**src/slt_pkg.sv**
```systemverilog
// Shared constants and types for the sorted list table.
`timescale 1ns / 1ps
`default_nettype none
package slt_pkg;
   localparam int CAPACITY = 64;
   localparam int COUNT_W  = $clog2(CAPACITY + 1);
   localparam int KEY_W    = 32;
   localparam int INDEX_W  = 6;
   localparam int OP_W     = 2;
   localparam int STATUS_W = 2;
   localparam int ECOUNT_W = 7;

   localparam logic [OP_W-1:0] OP_INSERT = 2'd0;
   localparam logic [OP_W-1:0] OP_READ   = 2'd1;
   localparam logic [OP_W-1:0] OP_FIND   = 2'd2;
   localparam logic [OP_W-1:0] OP_REMOVE = 2'd3;

   localparam logic [STATUS_W-1:0] ST_OK     = 2'd0;
   localparam logic [STATUS_W-1:0] ST_ABSENT = 2'd1;
   localparam logic [STATUS_W-1:0] ST_RANGE  = 2'd2;
   localparam logic [STATUS_W-1:0] ST_FULL   = 2'd3;

   // Broadcast from the controller to every cell.
   typedef struct packed {
      logic                      wr_insert;
      logic                      wr_remove;
      logic signed [KEY_W-1:0]   key;
      logic [INDEX_W-1:0]        index;
      logic [COUNT_W-1:0]        count;
   } cmd_type;

   // What a cell shows to its neighbors.
   typedef struct packed {
      logic signed [KEY_W-1:0] entry;
      logic                    ge;
      logic                    valid;
   } link_type;
endpackage
`default_nettype wire

```
**src/slt_cell.sv**
```systemverilog
// One table cell: holds one entry, compares it and shifts with its neighbors.
`timescale 1ns / 1ps
`default_nettype none
module slt_cell (
   input  wire                                 clock,
   input  wire                                 write_en,
   input  wire [slt_pkg::COUNT_W-1:0]          cell_idx,
   input  wire slt_pkg::cmd_type               cmd,
   input  wire slt_pkg::link_type              prev_link,
   input  wire slt_pkg::link_type              next_link,
   output slt_pkg::link_type                   out_link,
   output logic signed [slt_pkg::KEY_W-1:0]    read_part,
   output logic                                found
);
   logic signed [slt_pkg::KEY_W-1:0] entry_ff;
   logic signed [slt_pkg::KEY_W-1:0] entry_in;
   logic                             valid;
   logic                             ge;

   assign valid = cell_idx < cmd.count;
   assign ge    = valid && (entry_ff >= cmd.key);
   assign found = ge && !prev_link.ge && (entry_ff == cmd.key);
   assign read_part = (valid && (32'(cell_idx) == 32'(cmd.index))) ? entry_ff : '0;

   assign out_link.entry = entry_ff;
   assign out_link.ge    = ge;
   assign out_link.valid = valid;

   always_comb begin
      entry_in = entry_ff;
      if (cmd.wr_insert) begin
         if (prev_link.ge) begin
            entry_in = prev_link.entry;
         end else if (ge || (!valid && prev_link.valid)) begin
            entry_in = cmd.key;
         end
      end else if (cmd.wr_remove && ge) begin
         entry_in = next_link.entry;
      end
   end

   always_ff @(posedge clock) begin
      if (write_en) begin
         entry_ff <= entry_in;
      end
   end
endmodule
`default_nettype wire
```
**config.mk**
```make
export PLATFORM = sky130hd
export DESIGN_NAME = slt_cell
export DESIGN_NICKNAME = d
export VERILOG_FILES = /design/src/slt_pkg.sv /design/src/slt_cell.sv
export SDC_FILE = /design/constraint.sdc
export NUM_CORES = 1
export LEC_CHECK = 0
export ABC_AREA = 1
export BUFFER_PORTS_ARGS = -buffer_cell sky130_fd_sc_hd__buf_4
export CAP_MARGIN = 25
export CORE_ASPECT_RATIO = 0.5
export CORE_MARGIN = 3
export CORE_UTILIZATION = 40
export DETAILED_ROUTE_END_ITERATION = 7
export HOLD_SLACK_MARGIN = 0.03
export PLACE_DENSITY = 0.78
export REMOVE_ABC_BUFFERS = 1
export SLEW_MARGIN = 20
export SYNTH_ARGS = -nofsm -noshare
export SYNTH_HDL_FRONTEND = slang
export SYNTH_SLANG_ARGS = --single-unit
```
**constraint.sdc**
```tcl
create_clock -name clock -period 2.81 [get_ports clock]
set_input_delay 0.4215 -clock clock [delete_from_list [all_inputs] [get_ports clock]]
set_output_delay 0.4215 -clock clock [all_outputs]
set_load 0.01 [all_outputs]
```
==> impl_metrics.env <==
export IMPL_status="completed"
export IMPL_synth_top_area_cell="edfxtp_1"
export IMPL_postCtsSetupRepairBufs=0
export IMPL_io_pins=191
export IMPL_tritoncts="yes"
export IMPL_die_area_mm2=0.00903
export IMPL_die_w_um=131
export IMPL_period_needed_ns=2.54
export IMPL_required_ns=2.39
export IMPL_ys_seq_elements=32
export IMPL_hold_path_class="in2reg"
export IMPL_largest_register_ffs=32
export IMPL_grt_pass1_vias=3103
export IMPL_cp_arrival_ns=2.12
export IMPL_placement_io_buffers=188
export IMPL_skew_ns=0.00361
export IMPL_gp_routability_congestion=0.809
export IMPL_path_clk_slew_ns=0.05
export IMPL_final_antenna_net_count=0
export IMPL_nFillCells=705
export IMPL_setup_violations=0
export IMPL_final_area_mm2=0.00481
export IMPL_drc=0
export IMPL_drt_total_wl_um=9970
export IMPL_netlist_area_mm2=0.00315
export IMPL_grt_pass1_wl_um=15200
export IMPL_fin_total_pwr_mw=1.67
export IMPL_slew_violations=0
export IMPL_grt_ovfl_total=0
export IMPL_crit_fanout=4
export IMPL_clock_latency_ns=0.28
export IMPL_internal_power_mw=1.18
export IMPL_synth_top_area_share=0.305
export IMPL_maxCapViolations=0
export IMPL_grt_usage=0.210
export IMPL_htree_levels=2
export IMPL_finish_net_count=777
export IMPL_antenna_found_initial=0
export IMPL_clk_path_buf_depth=2
export IMPL_numClockSinks=32
export IMPL_grt_max_degree=36
export IMPL_dr_pass1_iters=4
export IMPL_drtIter0Drc=182
export IMPL_vias=3372
export IMPL_post_cts_resize_count=0
export IMPL_switching_share=0.297
export IMPL_rsz0062_at_grt="false"
export IMPL_end_kind="output port"
export IMPL_period_share=0.904
export IMPL_core_mm2=0.00749
export IMPL_clockRootBuffer="clkbuf_16"
export IMPL_rows=22
export IMPL_largest_register="entry_ff"
export IMPL_yosys_warnings=0
export IMPL_power_density_mw_per_mm2=348
export IMPL_synth_area_leaders="edfxtp_1 31%, ha_1 15%, inv_1 10%, nand2_1 9.1%, o21ai_0 8.8%"
export IMPL_ir_drop_mv=0.198
export IMPL_p_leak_nw=2.59
export IMPL_die_h_um=68.7
export IMPL_postCtsHoldBufs=0
export IMPL_startpoint_type="flip-flop"
export IMPL_hpwl_um=8010
export IMPL_diodes=0
export IMPL_max_slew_margin=0.596
export IMPL_fmax_ghz=0.394
export IMPL_drive_above_1_share=0.388
export IMPL_syn_inst=431
export IMPL_hold_viol=0
export IMPL_top_regs="entry_ff x32"
export IMPL_via_per_inst=4.66
export IMPL_worst_slew_pin_slew_ns=0.605
export IMPL_p_seq_frac=0.365
export IMPL_placed_area_mm2=0.00467
export IMPL_power_frac_comb=0.324
export IMPL_hold_slack_ns=0.424
export IMPL_worstSetupPathType="reg2out"
export IMPL_switchingPower_uw=497
export IMPL_syn2layout_area_growth_pct=52.8
export IMPL_syn_avg_cell_area_um2=7.30
export IMPL_wire_per_inst_um=13.8
export IMPL_ys_seq_area_frac=0.305
export IMPL_cts_made_buffers=5
export IMPL_synthDistinctLibCells=28
export IMPL_p_clk_frac=0.312
export IMPL_start_util=0.420
==> logic make-up after synthesis <==
kind of cell               after synthesis  synth area share
buffers and inverters                  101             0.130
and+or+nand+nor                        166             0.245
xor gates and xnor gates                 6            0.0167
DFF                                     32             0.305
adders and majority gates               38             0.151
AOI/OAI and AO/OA                       88             0.152
==> synthesized netlist by cell type <==
| cell type | number |
|---|---|
| inv_1 | 84 |
| nand2_1 | 76 |
| o21ai_0 | 55 |
| nor2_1 | 44 |
| ha_1 | 38 |
| edfxtp_1 | 32 |
| nor2_2 | 29 |
| a21oi_1 | 15 |
| o21ai_1 | 11 |
| clkbuf_1 | 9 |
| nand3_1 | 5 |
| xor2_1 | 4 |
| a21o_1 | 3 |
| buf_1 | 3 |
| buf_6 | 3 |
| buf_4 | 2 |
| nand2_2 | 2 |
| nand3_2 | 2 |
| nand4_1 | 2 |
| nor2_4 | 2 |
| o21a_1 | 2 |
| xnor2_1 | 2 |
| a21oi_2 | 1 |
| a221oi_4 | 1 |
| nor3_1 | 1 |
| nor4_2 | 1 |
| nor4_4 | 1 |
| or2_2 | 1 |
==> power by group through the flow <==
| stage | Clock, mW | Combinational (mW) | Sequential (mW) |
|---|---|---|---|
| final | 0.522 | 0.542 | 0.610 |
| after global routing | 0.549 | 0.609 | 0.616 |
| after CTS | 0.528 | 0.545 | 0.611 |
| after detailed placement | 0 | 0.541 | 0.620 |
| after global placement | 0 | 0.522 | 0.619 |
| after floorplan | 0 | 0.241 | 0.630 |
==> layout by cell type, fill, tap and decap left out, types with 11 or more instances in the layout <==
master,count
nor2_1,44
edfxtp_1,32
buf_4,193
ha_1,38
inv_1,84
o21ai_1,11
nand2_1,76
o21ai_0,55
a21oi_1,15
nor2_2,29
==> worst paths after layout <==
path | from | to | slack, ns | depth (start not counted)
max reg2reg | entry_ff[31] | entry_ff[10] | 0.33 | 12
min reg2reg | entry_ff[31] | entry_ff[18] | 1.36 | 6
max | entry_ff[31] | out_link[1] | 0.27 | 11
min | next_link[15] | entry_ff[13] | 0.42 | 3
==> stage by stage <==
stage / setup slack (ns) / util / cells / TNS [ns]
final: 0.269 / 0.642 / 724 / 0
after global routing: 0.0739 / 0.642 / 724 / 0
after CTS: 0.264 / 0.642 / 724 / 0
after detailed placement: 0.268 / 0.624 / 716 / 0
after global placement: 0.304 / 0.620 / 715 / 0
after floorplan: -0.110 / - / 414 / -3.51
==> critical path, stage by stage, from the launching register on <==
cell and delay (ns):
edfxtp_1 0.44, ha_1 0.36, nand2_1 0.10, nor2_2 0.14
nand2_2 0.08, nor4_4 0.17, nand2_1 0.10, nand3_1 0.09
nand3_2 0.11, nand2_1 0.07, inv_1 0.04, buf_4 0.13
==> layer usage <==
layer	routed length (µm)	track usage	part of all wire
met3	488	0.0355	0.049
met5	0	0	0
met2	5360	0.398	0.54
met1	4070	0.262	0.41
met4	42	0.0327	0.0042
==> cell type report <==
type	instances	area [µm²]	share of cell area
Sequential cell	32	961	0.200
Clock buffer	7	133	0.0276
Multi-Input combinational cell	298	1780	0.371
Timing Repair Buffer	194	1480	0.307
Tap cell	108	135	0.0281
Inverter	84	315	0.0656
Clock inverter	1	3.75	0.000781
No activity file was read; power rests on OpenSTA's default activity.
